### config.mk
export PLATFORM = sky130hd
export DESIGN_NAME = row_run_gap_filler_core
export DESIGN_NICKNAME = d
export VERILOG_FILES = /design/src/design/rrgf_pkg.sv /design/src/design/rrgf_row_tracker.sv /design/src/design/row_run_gap_filler_core.sv
export VERILOG_INCLUDE_DIRS = /design/src /design/src/design
export SDC_FILE = /design/constraint.sdc
export NUM_CORES = 1
export LEC_CHECK = 0
export BUFFER_PORTS_ARGS = -buffer_cell sky130_fd_sc_hd__buf_2
export CORE_MARGIN = 5
export CORE_UTILIZATION = 54
export CTS_CLUSTER_DIAMETER = 200
export CTS_CLUSTER_SIZE = 10
export DETAILED_ROUTE_END_ITERATION = 8
export GPL_TIMING_DRIVEN = 0
export PLACE_DENSITY = 0.75
export SLEW_MARGIN = 15
export SYNTH_ARGS = -nofsm -noshare
export SYNTH_HDL_FRONTEND = slang
export SYNTH_HIERARCHICAL = 1
export SYNTH_SLANG_ARGS = --single-unit
### constraint.sdc
create_clock -name aclk -period 3.5 [get_ports aclk]
set_input_delay 0.525 -clock aclk [delete_from_list [all_inputs] [get_ports aclk]]
set_output_delay 0.525 -clock aclk [all_outputs]
set_load 0.1 [all_outputs]
### src/design/assert_macros.svh
// Assertion macros shared by the row run gap filler RTL.
// Each macro expands to one labeled concurrent assertion that reports by $error.
`ifndef ASSERT_MACROS_SVH
`define ASSERT_MACROS_SVH

// Same-cycle implication, disabled while reset is asserted.
`define ASSERT_IMP(name, clk, rst_n, ante, cons, msg) \
    name: assert property (@(posedge clk) disable iff (!rst_n) (ante) |-> (cons)) \
        else $error(msg);

// Next-cycle implication, disabled while reset is asserted.
`define ASSERT_NEXT(name, clk, rst_n, ante, cons, msg) \
    name: assert property (@(posedge clk) disable iff (!rst_n) (ante) |=> (cons)) \
        else $error(msg);

`endif

### src/design/rrgf_pkg.sv
// Package for the row run gap filler: job type, register indexes and constants.
// Used by rrgf_row_tracker and row_run_gap_filler_core; depends on nothing.
package rrgf_pkg;

    localparam int PIXEL_W = 32;
    localparam int USER_OUT_W = 5;

    localparam logic [PIXEL_W-1:0] FILL_VALUE_RESET = 32'h3F80_0000;
    localparam logic FILL_ENABLE_RESET = 1'b1;
    localparam logic [PIXEL_W-1:0] POS_ZERO = '0;

    localparam logic REG_IDX_FILL_VALUE = 1'b0;
    localparam logic REG_IDX_FILL_ENABLE = 1'b1;

    // One output burst: held pixels first, then the final pixel that carries the flags.
    typedef struct packed {
        logic [PIXEL_W-1:0] hold_pixel;
        logic [PIXEL_W-1:0] final_pixel;
        logic               row_done;
        logic               frame_done;
        logic               row_had_gaps;
        logic               frame_ready;
        logic               row_overflow;
    } rrgf_job_t;

endpackage

### src/design/rrgf_row_tracker.sv
// Row state of the gap filler: run, held zero and column tracking per row.
// Turns each accepted pixel into an output job, except a held zero that ends no row; depends on rrgf_pkg.
module rrgf_row_tracker #(
    parameter int MAX_COLS = 64,
    parameter int COL_W = 7,
    parameter int HELD_W = 6
) (
    input  logic                           aclk,
    input  logic                           aresetn,
    input  logic                           in_fire,
    input  logic [rrgf_pkg::PIXEL_W-1:0]   pixel_value,
    input  logic                           row_end,
    input  logic                           frame_end,
    input  logic [rrgf_pkg::PIXEL_W-1:0]   fill_value,
    input  logic                           fill_enable,
    output logic                           job_valid,
    output logic [HELD_W-1:0]              job_count,
    output rrgf_pkg::rrgf_job_t            job
);

    logic              run_started_reg, run_started_next;
    logic              prev_nonzero_reg, prev_nonzero_next;
    logic [HELD_W-1:0] held_zeros_reg, held_zeros_next;
    logic [1:0]        run_count_reg, run_count_next;
    logic [COL_W-1:0]  column_count_reg, column_count_next;
    logic              frame_ok_reg, frame_ok_next;

    logic             re;
    logic             nz;
    logic             over;
    logic             held_case;
    logic             gaps;
    logic             frame_ok_tmp;
    logic [1:0]       run_count_new;
    logic [COL_W-1:0] column_step;

    always_comb begin
        re = row_end | frame_end;
        nz = |pixel_value[rrgf_pkg::PIXEL_W-2:0];
        over = column_count_reg >= COL_W'(MAX_COLS);
        column_step = over ? COL_W'(MAX_COLS + 1) : column_count_reg + COL_W'(1);
        run_count_new = (nz && !prev_nonzero_reg && run_count_reg < 2'd2)
                        ? run_count_reg + 2'd1 : run_count_reg;
        held_case = !nz && run_started_reg && fill_enable && !over;
        gaps = run_count_new >= 2'd2;
        frame_ok_tmp = frame_ok_reg & ~gaps;

        job_valid = !held_case || re;
        job_count = held_zeros_reg;
        job.hold_pixel = (nz && fill_enable && !over) ? fill_value : rrgf_pkg::POS_ZERO;
        job.final_pixel = held_case ? rrgf_pkg::POS_ZERO : pixel_value;
        job.row_done = re;
        job.frame_done = frame_end;
        job.row_had_gaps = re & gaps;
        job.frame_ready = frame_end & frame_ok_tmp;
        job.row_overflow = re & over;
    end

    always_comb begin
        run_started_next = run_started_reg;
        prev_nonzero_next = prev_nonzero_reg;
        held_zeros_next = held_zeros_reg;
        run_count_next = run_count_reg;
        column_count_next = column_count_reg;
        frame_ok_next = frame_ok_reg;
        if (in_fire) begin
            if (re) begin
                run_started_next = 1'b0;
                prev_nonzero_next = 1'b0;
                held_zeros_next = '0;
                run_count_next = '0;
                column_count_next = '0;
                frame_ok_next = frame_end ? 1'b1 : frame_ok_tmp;
            end else begin
                run_started_next = run_started_reg | nz;
                prev_nonzero_next = nz;
                held_zeros_next = held_case ? held_zeros_reg + HELD_W'(1) : '0;
                run_count_next = run_count_new;
                column_count_next = column_step;
            end
        end
    end

    always_ff @(posedge aclk) begin
        if (!aresetn) begin
            run_started_reg <= 1'b0;
            prev_nonzero_reg <= 1'b0;
            held_zeros_reg <= '0;
            run_count_reg <= '0;
            column_count_reg <= '0;
            frame_ok_reg <= 1'b1;
        end else begin
            run_started_reg <= run_started_next;
            prev_nonzero_reg <= prev_nonzero_next;
            held_zeros_reg <= held_zeros_next;
            run_count_reg <= run_count_next;
            column_count_reg <= column_count_next;
            frame_ok_reg <= frame_ok_next;
        end
    end

endmodule

### src/design/row_run_gap_filler_core.sv
// Top level of the row run gap filler: APB registers, burst stage and output register.
// Depends on rrgf_pkg, rrgf_row_tracker and assert_macros.svh.
//
// Channel   | Direction | Payload
// s_axis    | in        | tdata pixel_value, tlast row_end, tuser frame_end
// m_axis    | out       | tdata pixel_out, tlast row_done, tuser flags
// apb       | in/out    | fill_value at 0x0, fill_enable at 0x4
//
// A pixel's results leave one per cycle while the output register is empty or m_tready is high.
// A pixel that releases held zeros occupies the burst stage until its final pixel leaves,
// and the input stalls meanwhile; otherwise one pixel enters every cycle unless the output stalls.
// A held zero that ends no row produces no transaction.
// Reset is synchronous and active low; it clears the row state and both stages.
`include "assert_macros.svh"

module row_run_gap_filler_core #(
    parameter int MAX_COLS = 64
) (
    input  logic                                aclk,
    input  logic                                aresetn,
    input  logic                                s_tvalid,
    output logic                                s_tready,
    input  logic [rrgf_pkg::PIXEL_W-1:0]        s_tdata,   // [31:0] pixel_value
    input  logic                                s_tlast,   // row_end
    input  logic                                s_tuser,   // frame_end
    output logic                                m_tvalid,
    input  logic                                m_tready,
    output logic [rrgf_pkg::PIXEL_W-1:0]        m_tdata,   // [31:0] pixel_out
    output logic                                m_tlast,   // row_done
    // [0] frame_done, [1] burst_last, [2] row_had_gaps, [3] frame_ready, [4] row_overflow
    output logic [rrgf_pkg::USER_OUT_W-1:0]     m_tuser,
    input  logic                                psel,
    input  logic                                penable,
    input  logic                                pwrite,
    input  logic [2:0]                          paddr,
    input  logic [31:0]                         pwdata,
    output logic [31:0]                         prdata,
    output logic                                pready
);

    localparam int COL_W = $clog2(MAX_COLS + 2);
    localparam int HELD_W = $clog2(MAX_COLS);

    logic [rrgf_pkg::PIXEL_W-1:0] fill_value_reg;
    logic                         fill_enable_reg;

    logic                in_fire;
    logic                job_valid;
    logic [HELD_W-1:0]   job_count;
    rrgf_pkg::rrgf_job_t job;

    logic                burst_valid_reg, burst_valid_next;
    logic [HELD_W-1:0]   burst_cnt_reg, burst_cnt_next;
    rrgf_pkg::rrgf_job_t burst_job_reg;

    logic                            m_tvalid_reg, m_tvalid_next;
    logic [rrgf_pkg::PIXEL_W-1:0]    m_tdata_reg;
    logic                            m_tlast_reg;
    logic [rrgf_pkg::USER_OUT_W-1:0] m_tuser_reg;

    logic out_ok;
    logic beat;
    logic final_beat;
    logic burst_end;
    logic cfg_write;

    assign pready = 1'b1;
    assign cfg_write = psel & penable & pwrite & pready;

    always_ff @(posedge aclk) begin
        if (!aresetn) begin
            fill_value_reg <= rrgf_pkg::FILL_VALUE_RESET;
            fill_enable_reg <= rrgf_pkg::FILL_ENABLE_RESET;
        end else if (cfg_write) begin
            unique case (paddr[2])
                rrgf_pkg::REG_IDX_FILL_VALUE:  fill_value_reg <= pwdata;
                rrgf_pkg::REG_IDX_FILL_ENABLE: fill_enable_reg <= pwdata[0];
                default: ;
            endcase
        end
    end

    always_comb begin
        unique case (paddr[2])
            rrgf_pkg::REG_IDX_FILL_VALUE:  prdata = fill_value_reg;
            rrgf_pkg::REG_IDX_FILL_ENABLE: prdata = {31'd0, fill_enable_reg};
            default:                       prdata = '0;
        endcase
    end

    rrgf_row_tracker #(
        .MAX_COLS (MAX_COLS),
        .COL_W    (COL_W),
        .HELD_W   (HELD_W)
    ) u_tracker (
        .aclk        (aclk),
        .aresetn     (aresetn),
        .in_fire     (in_fire),
        .pixel_value (s_tdata),
        .row_end     (s_tlast),
        .frame_end   (s_tuser),
        .fill_value  (fill_value_reg),
        .fill_enable (fill_enable_reg),
        .job_valid   (job_valid),
        .job_count   (job_count),
        .job         (job)
    );

    always_comb begin
        out_ok = !m_tvalid_reg || m_tready;
        beat = burst_valid_reg && out_ok;
        final_beat = burst_cnt_reg == '0;
        burst_end = beat && final_beat;
        s_tready = !burst_valid_reg || burst_end;
        in_fire = s_tvalid && s_tready;
    end

    always_comb begin
        burst_valid_next = burst_valid_reg;
        burst_cnt_next = burst_cnt_reg;
        priority if (in_fire && job_valid) begin
            burst_valid_next = 1'b1;
            burst_cnt_next = job_count;
        end else if (burst_end) begin
            burst_valid_next = 1'b0;
        end else if (beat) begin
            burst_cnt_next = burst_cnt_reg - HELD_W'(1);
        end
        m_tvalid_next = beat ? 1'b1 : (m_tready ? 1'b0 : m_tvalid_reg);
    end

    always_ff @(posedge aclk) begin
        if (!aresetn) begin
            burst_valid_reg <= 1'b0;
            burst_cnt_reg <= '0;
            m_tvalid_reg <= 1'b0;
        end else begin
            burst_valid_reg <= burst_valid_next;
            burst_cnt_reg <= burst_cnt_next;
            m_tvalid_reg <= m_tvalid_next;
        end
    end

    always_ff @(posedge aclk) begin
        if (in_fire && job_valid) begin
            burst_job_reg <= job;
        end
        if (beat) begin
            m_tdata_reg <= final_beat ? burst_job_reg.final_pixel : burst_job_reg.hold_pixel;
            m_tlast_reg <= final_beat & burst_job_reg.row_done;
            m_tuser_reg <= final_beat ? {burst_job_reg.row_overflow,
                                         burst_job_reg.frame_ready,
                                         burst_job_reg.row_had_gaps,
                                         1'b1,
                                         burst_job_reg.frame_done}
                                      : '0;
        end
    end

    assign m_tvalid = m_tvalid_reg;
    assign m_tdata = m_tdata_reg;
    assign m_tlast = m_tlast_reg;
    assign m_tuser = m_tuser_reg;

    `ASSERT_IMP(a_row_done_is_last, aclk, aresetn, m_tvalid && m_tlast, m_tuser[1], "row_done on a transaction that is not the last of its burst")
    `ASSERT_IMP(a_stall_needs_burst, aclk, aresetn, !s_tready, burst_valid_reg && !burst_end, "input stalled without a burst in progress")
    `ASSERT_NEXT(a_burst_continues, aclk, aresetn, beat && !final_beat, burst_valid_reg, "burst dropped before its final transaction")

endmodule

Word-level counts from Yosys, hierarchy flattened
Index checks and enable logic that the tools add are counted.
{ "totals": {"in_bits": 76, "register_bits": 166} }
{ "classes": {"n_bitwise": 11, "n_mux": 19, "magnitude_cmp": 3, "n_eq_ne": 1, "n_addsub": 4, "reduce_logical": 29} }
{ "op_table": {"columns": ["op", "count"], "rows": [
  ["32-bit one-hot mux with 2 select lines", 1],
  ["32-bit 2-to-1 mux", 1],
  ["31-bit OR reduction", 1],
  ["6-bit 2-to-1 mux", 5],
  ["7-bit 2-to-1 mux", 2],
  ["1-bit logical AND", 11],
  ["2-bit AND reduction", 4],
  ["7-bit by 1-bit adder with 7-bit output, second input constant", 1],
  ["1-bit bitwise AND", 7],
  ["7-bit greater-or-equal comparator, second input constant", 1],
  ["1-bit 2-to-1 mux", 7],
  ["6-bit by 1-bit adder with 6-bit output, second input constant", 1],
  ["1-bit zero test", 6],
  ["6-bit zero test", 1],
  ["2-bit 2-to-1 mux", 3],
  ["2-bit nonzero test", 3],
  ["6-bit by 1-bit subtractor with 6-bit output, second input constant", 1],
  ["1-bit logical OR", 3],
  ["2-bit by 1-bit adder with 2-bit output, second input constant", 1],
  ["2-bit greater-or-equal comparator, second input constant", 1],
  ["2-bit less-than comparator, second input constant", 1],
  ["2-bit by 1-bit inequality test with 1-bit output, second input constant", 1],
  ["1-bit NOT", 2],
  ["1-bit bitwise OR", 2]
]} }

Logic depth before layout (Yosys ltp)
{ "logic_depth": {"depth_word": 10, "mapped_depth": 10, "depth_no_buf": 9} }

By module
Netlist, hierarchy kept.
{ "by_module_without_submodules": {"columns": ["module", "seq_area_each_um2", "area_per_inst_um2", "cells_each", "instances"], "rows": [
  ["row_run_gap_filler_core", 4033.9, 5517.8, 383, 1],
  ["rrgf_row_tracker", 360.3, 1351.3, 188, 1]
]} }

Least setup slack after synthesis
OpenSTA, ideal clock, no wires.
{ "synth_timing": {"kind": "register -> register", "start": "register m_tvalid_reg, in the netlist m_tvalid", "end": "register burst_cnt_reg[5]", "slack_ns": -0.502, "arrival_time_ns": 3.933, "t_required_ns": 3.431, "path_stages_with_launch": 7, "path_cell_list": "dfxtp_1 -> nor2b_1 -> o31ai_4 -> nand3_2 -> inv_1 -> a21oi_1 -> a21boi_2"} }
{ "synth_between": {"elab_chain_cells": 9} }
{ "synth_lines": {"columns": ["item", "line_no", "source"], "rows": [
  ["start: declaration", "row_run_gap_filler_core.sv:56", "logic m_tvalid_reg, m_tvalid_next;"],
  ["start signal: assignment", "row_run_gap_filler_core.sv:140", "m_tvalid_reg <= m_tvalid_next;"],
  ["1-bit zero test (*)", "row_run_gap_filler_core.sv:110", "out_ok = !m_tvalid_reg || m_tready;"],
  ["1-bit logical OR (*)", "row_run_gap_filler_core.sv:110", null],
  ["1-bit logical AND (*)", "row_run_gap_filler_core.sv:111", "beat = burst_valid_reg && out_ok;"],
  ["1-bit logical AND (*)", "row_run_gap_filler_core.sv:113", "burst_end = beat && final_beat;"],
  ["1-bit logical OR (*)", "row_run_gap_filler_core.sv:114", "s_tready = !burst_valid_reg || burst_end;"],
  ["net s_tready", "row_run_gap_filler_core.sv:22", "output logic s_tready,"],
  ["1-bit logical AND (*)", "row_run_gap_filler_core.sv:115", "in_fire = s_tvalid && s_tready;"],
  ["1-bit logical AND (*)", "row_run_gap_filler_core.sv:121", "priority if (in_fire && job_valid) begin"],
  ["2-bit by 1-bit inequality test with 1-bit output (no source line) / 2-bit nonzero test (equally long branches)", null, null],
  ["2-bit AND reduction (no source line)", null, null],
  ["end signal: assignment", "row_run_gap_filler_core.sv:139", "burst_cnt_reg <= burst_cnt_next;"],
  ["end: declaration", "row_run_gap_filler_core.sv:53", "logic [HELD_W-1:0] burst_cnt_reg, burst_cnt_next;"]
]} }
The timed path passes the listed nets; every way through them passes the cells marked *.
A chain may end at the register's enable or synchronous reset.

Final worst setup path
{ "layout_timing": {"start": "input s_tdata[15] (netlist name)", "end": "register burst_cnt_reg[2]"} }
{ "layout_between": {"elab_chain_cells": 10} }
{ "layout_lines": {"columns": ["item", "line_no", "source"], "rows": [
  ["start: declaration", "row_run_gap_filler_core.sv:23", "input logic [rrgf_pkg::PIXEL_W-1:0] s_tdata,"],
  ["31-bit OR reduction (*)", "rrgf_row_tracker.sv:39", "nz = |pixel_value[rrgf_pkg::PIXEL_W-2:0];"],
  ["1-bit zero test (*)", "rrgf_row_tracker.sv:44", "held_case = !nz && run_started_reg && fill_enable && !over;"],
  ["1-bit logical AND (*) (3 in series)", "rrgf_row_tracker.sv:44", null],
  ["1-bit zero test (*)", "rrgf_row_tracker.sv:48", "job_valid = !held_case || re;"],
  ["1-bit logical OR (*)", "rrgf_row_tracker.sv:48", null],
  ["net job_valid", "row_run_gap_filler_core.sv:48", "logic job_valid;"],
  ["1-bit logical AND (*)", "row_run_gap_filler_core.sv:121", null],
  ["2-bit by 1-bit inequality test with 1-bit output (no source line) / 2-bit nonzero test (equally long branches)", null, null],
  ["2-bit AND reduction (no source line)", null, null]
]} }
Marked as above.

==> results.yml <==
outcome:
  status: "finished, final reports clean"
detailed_routing:
  drt_pass1_iterations: 6
  first_iter_violations: 362
  routedWlPerCell_um: 17.3
  antenna_left: 0
  drc: 0
  via_per_inst: 5.23
  routed_wl_um: 16000
  via_count: 4824
worst_setup_path:
  critical_path_class: "input port to flop"
  r2r_slack_ns: 1.05
  cp_data_required_time_ns: 3.81
  critPathLaunchType: "input port"
  arrival_ns: 2.97
  worstSetupEndpointType: "flop"
  cp_max_fo: 33
  r2r_end: "u_tracker/run_count_reg[0]"
  rr_worst_depth: 6
  timing.rr.start: "burst_cnt_reg[3]"
synth:
  synth_most_common_cell: "edfxtp_1"
  avgSynthCellArea_um2: 12.0
  synth_ff_type: "edfxtp_1"
  ys_ff_latch: 166
  ys_seq_area_frac: 0.640
  synth_xor_area_frac: 0.0115
  synth.top_cells.by_area: "edfxtp_1 47%, dfxtp_1 17%, mux2_2 5.4%, nand2_1 4.6%, and2_1 3.7%"
  ys_top_cells_by_count: "107 x edfxtp_1, 85 x nand2_1, 59 x dfxtp_1, 50 x clkbuf_1, 41 x and2_1"
  synthSimpleGateAreaFrac: 0.177
  synth_warnings: 6
  synth_edf_count: 107
  netlist.area_leader.share: 0.468
  synth_top_family_by_area: "simple AND/OR/NAND/NOR gates"
  syn-cell-area_um2: 6870
  synth_compound_area_frac: 0.0639
  synth_top_area_cell: "edfxtp_1"
  synth_cell_types: 50
  synthArstFlopShare: 0
  syn-num-nets: 651
  synth_fa_ha_area_frac: 0.00729
  synthCells: 571
  synth_mux_area_frac: 0.0585
timing:
  hold_slack_ns: 0.314
  rsz0062_at_grt: "false"
  finalSetupViolations: 0
  worst_pin_slew_ns: 0.584
  drv_slew: 0
  period_needed_ns: 2.66
  finalCritPeriodShare: 0.761
  finalHoldViolations: 0
  fmax_mhz: 376
  final.setup_skew_ns: 0.00631
  max_slew_margin: 0.606
place:
  dp_hpwl_um: 11500
  dpl.cell_count: 891
  dpl_cell_area_um2: 7880
  place_congestion: 0.838
  portBuffers: 145
grt:
  grt_max_degree: 34
  grt_antenna_before_repair: 0
  overflow: 0
  first_global_vias: 4819
  gr-usage-all-layers: 0.217
  grt_pass1_wl_um: 24500
cts:
  cts_buffers: 17
  clock_path_buffers: 2
  clkTransAtPathRegs_ns: 0.06
  ctsHoldBuffers: 0
  postCtsSetupRepairBufs: 0
  clock_latency_ns: 0.42
  cts_root_buf: "clkbuf_16"
  htreeDepth: 4
  cts.sinks: 166
  cts.repair.resized: 0
  cts_tree: "done"
finish:
  multiInputGateArea_um2: 2190
  design_area_um2: 8500
  seq_area_um2: 4390
  layout-drive-gt1-share: 0.314
  antennaDiodeCount: 0
  fin_util: 0.676
  area_delta_synth_final_pct: 23.7
  final_cell_count_no_fill: 923
  fillers: 942
  final_nets: 818
  largest_reg_flops: 69
min_path:
  min_from: "pwdata[24]"
  hold_class: "input port to flop"
  hold_depth: 3
  hold_end: "fill_value_reg[24]"
power:
  vdd_drop_max_v: 0.000274
  finalPower_uw: 5330
  cellPowerDensity_nw_per_um2: 627
  p_leak_uw: 0.00327
floorplanning:
  ios: 149
  start_util: 0.547
  placementRows: 41
  die_w_um: 123
  die_h_um: 123
  core-area_um2: 12600
  fp.dieArea_um2: 15100
job:
  cap_violations: 0
cell type report:
cell class,count,area share
Buffer,58,0.0293
Clock buffer,20,0.0514
Clock inverter,12,0.0218
Inverter,9,0.00442
Multi-Input combinational cell,338,0.258
Sequential cell,166,0.517
Tap cell,172,0.0253
Timing Repair Buffer,148,0.0925
logic make-up (layout without fill, tap and decap cells):
family | count (synthesis) | count (layout)
simple gates | 227 | 227
fa+ha+maj | 4 | 4
flops | 166 | 166
xor+xnor | 9 | 9
compound gates | 61 | 61
buf+inv | 67 | 247
mux | 36 | 36
other cells | 1 | 1
routing by layer:
metal,part of all wire,track usage
met1,0.41,0.273
met2,0.50,0.363
met4,0.025,0.0924
met3,0.066,0.0447
met5,0,0
critical path, cell delays in order:
cell and delay (ns):
buf_2 0.11, nor4_2 0.39, nand4_1 0.35, nor2_1 0.22, nand3_1 0.12, nand3_2 0.15, clkinvlp_4 0.31, buf_12 0.29
buf_12 0.19, a211oi_1 0.21, nor2_1 0.07
cell usage in the layout, fill, tap and decap left out, types with 16 or more instances in the layout:
| cell | instances |
|---|---|
| dfxtp_1 | 59 |
| clkbuf_16 | 17 |
| a21boi_0 | 29 |
| nor2_1 | 16 |
| nor2b_1 | 35 |
| nand2_1 | 85 |
| buf_2 | 146 |
| edfxtp_1 | 107 |
| and2_1 | 40 |
| clkbuf_1 | 53 |
| mux2_2 | 33 |
worst max-delay path by stage:
stage | start | end | cells past startpoint
final | s_tdata[15] | burst_cnt_reg[2] | 11
after global routing | s_tdata[15] | burst_cnt_reg[2] | 11
after CTS | s_tdata[15] | burst_cnt_reg[2] | 11
after detailed placement | s_tdata[15] | burst_cnt_reg[2] | 11
after global placement | s_tdata[15] | burst_cnt_reg[2] | 9
after floorplan | m_tvalid | burst_cnt_reg[5] | 6
power by group:
part	leakage [µW]	switching, µW	internal [µW]	total [µW]
Combinational	0.00147	766	269	1040
Clock	0.000303	716	1250	1970
Sequential	0.00150	49.4	2270	2320
stage by stage:
stage               setup TNS [ns]  setup slack, ns
floorplan                        0            0.169
global placement            -24.73           -0.413
detailed placement               0            0.374
CTS                              0            0.812
global route                     0            0.546
finish                           0            0.837
No activity file was read; power rests on OpenSTA's default activity.
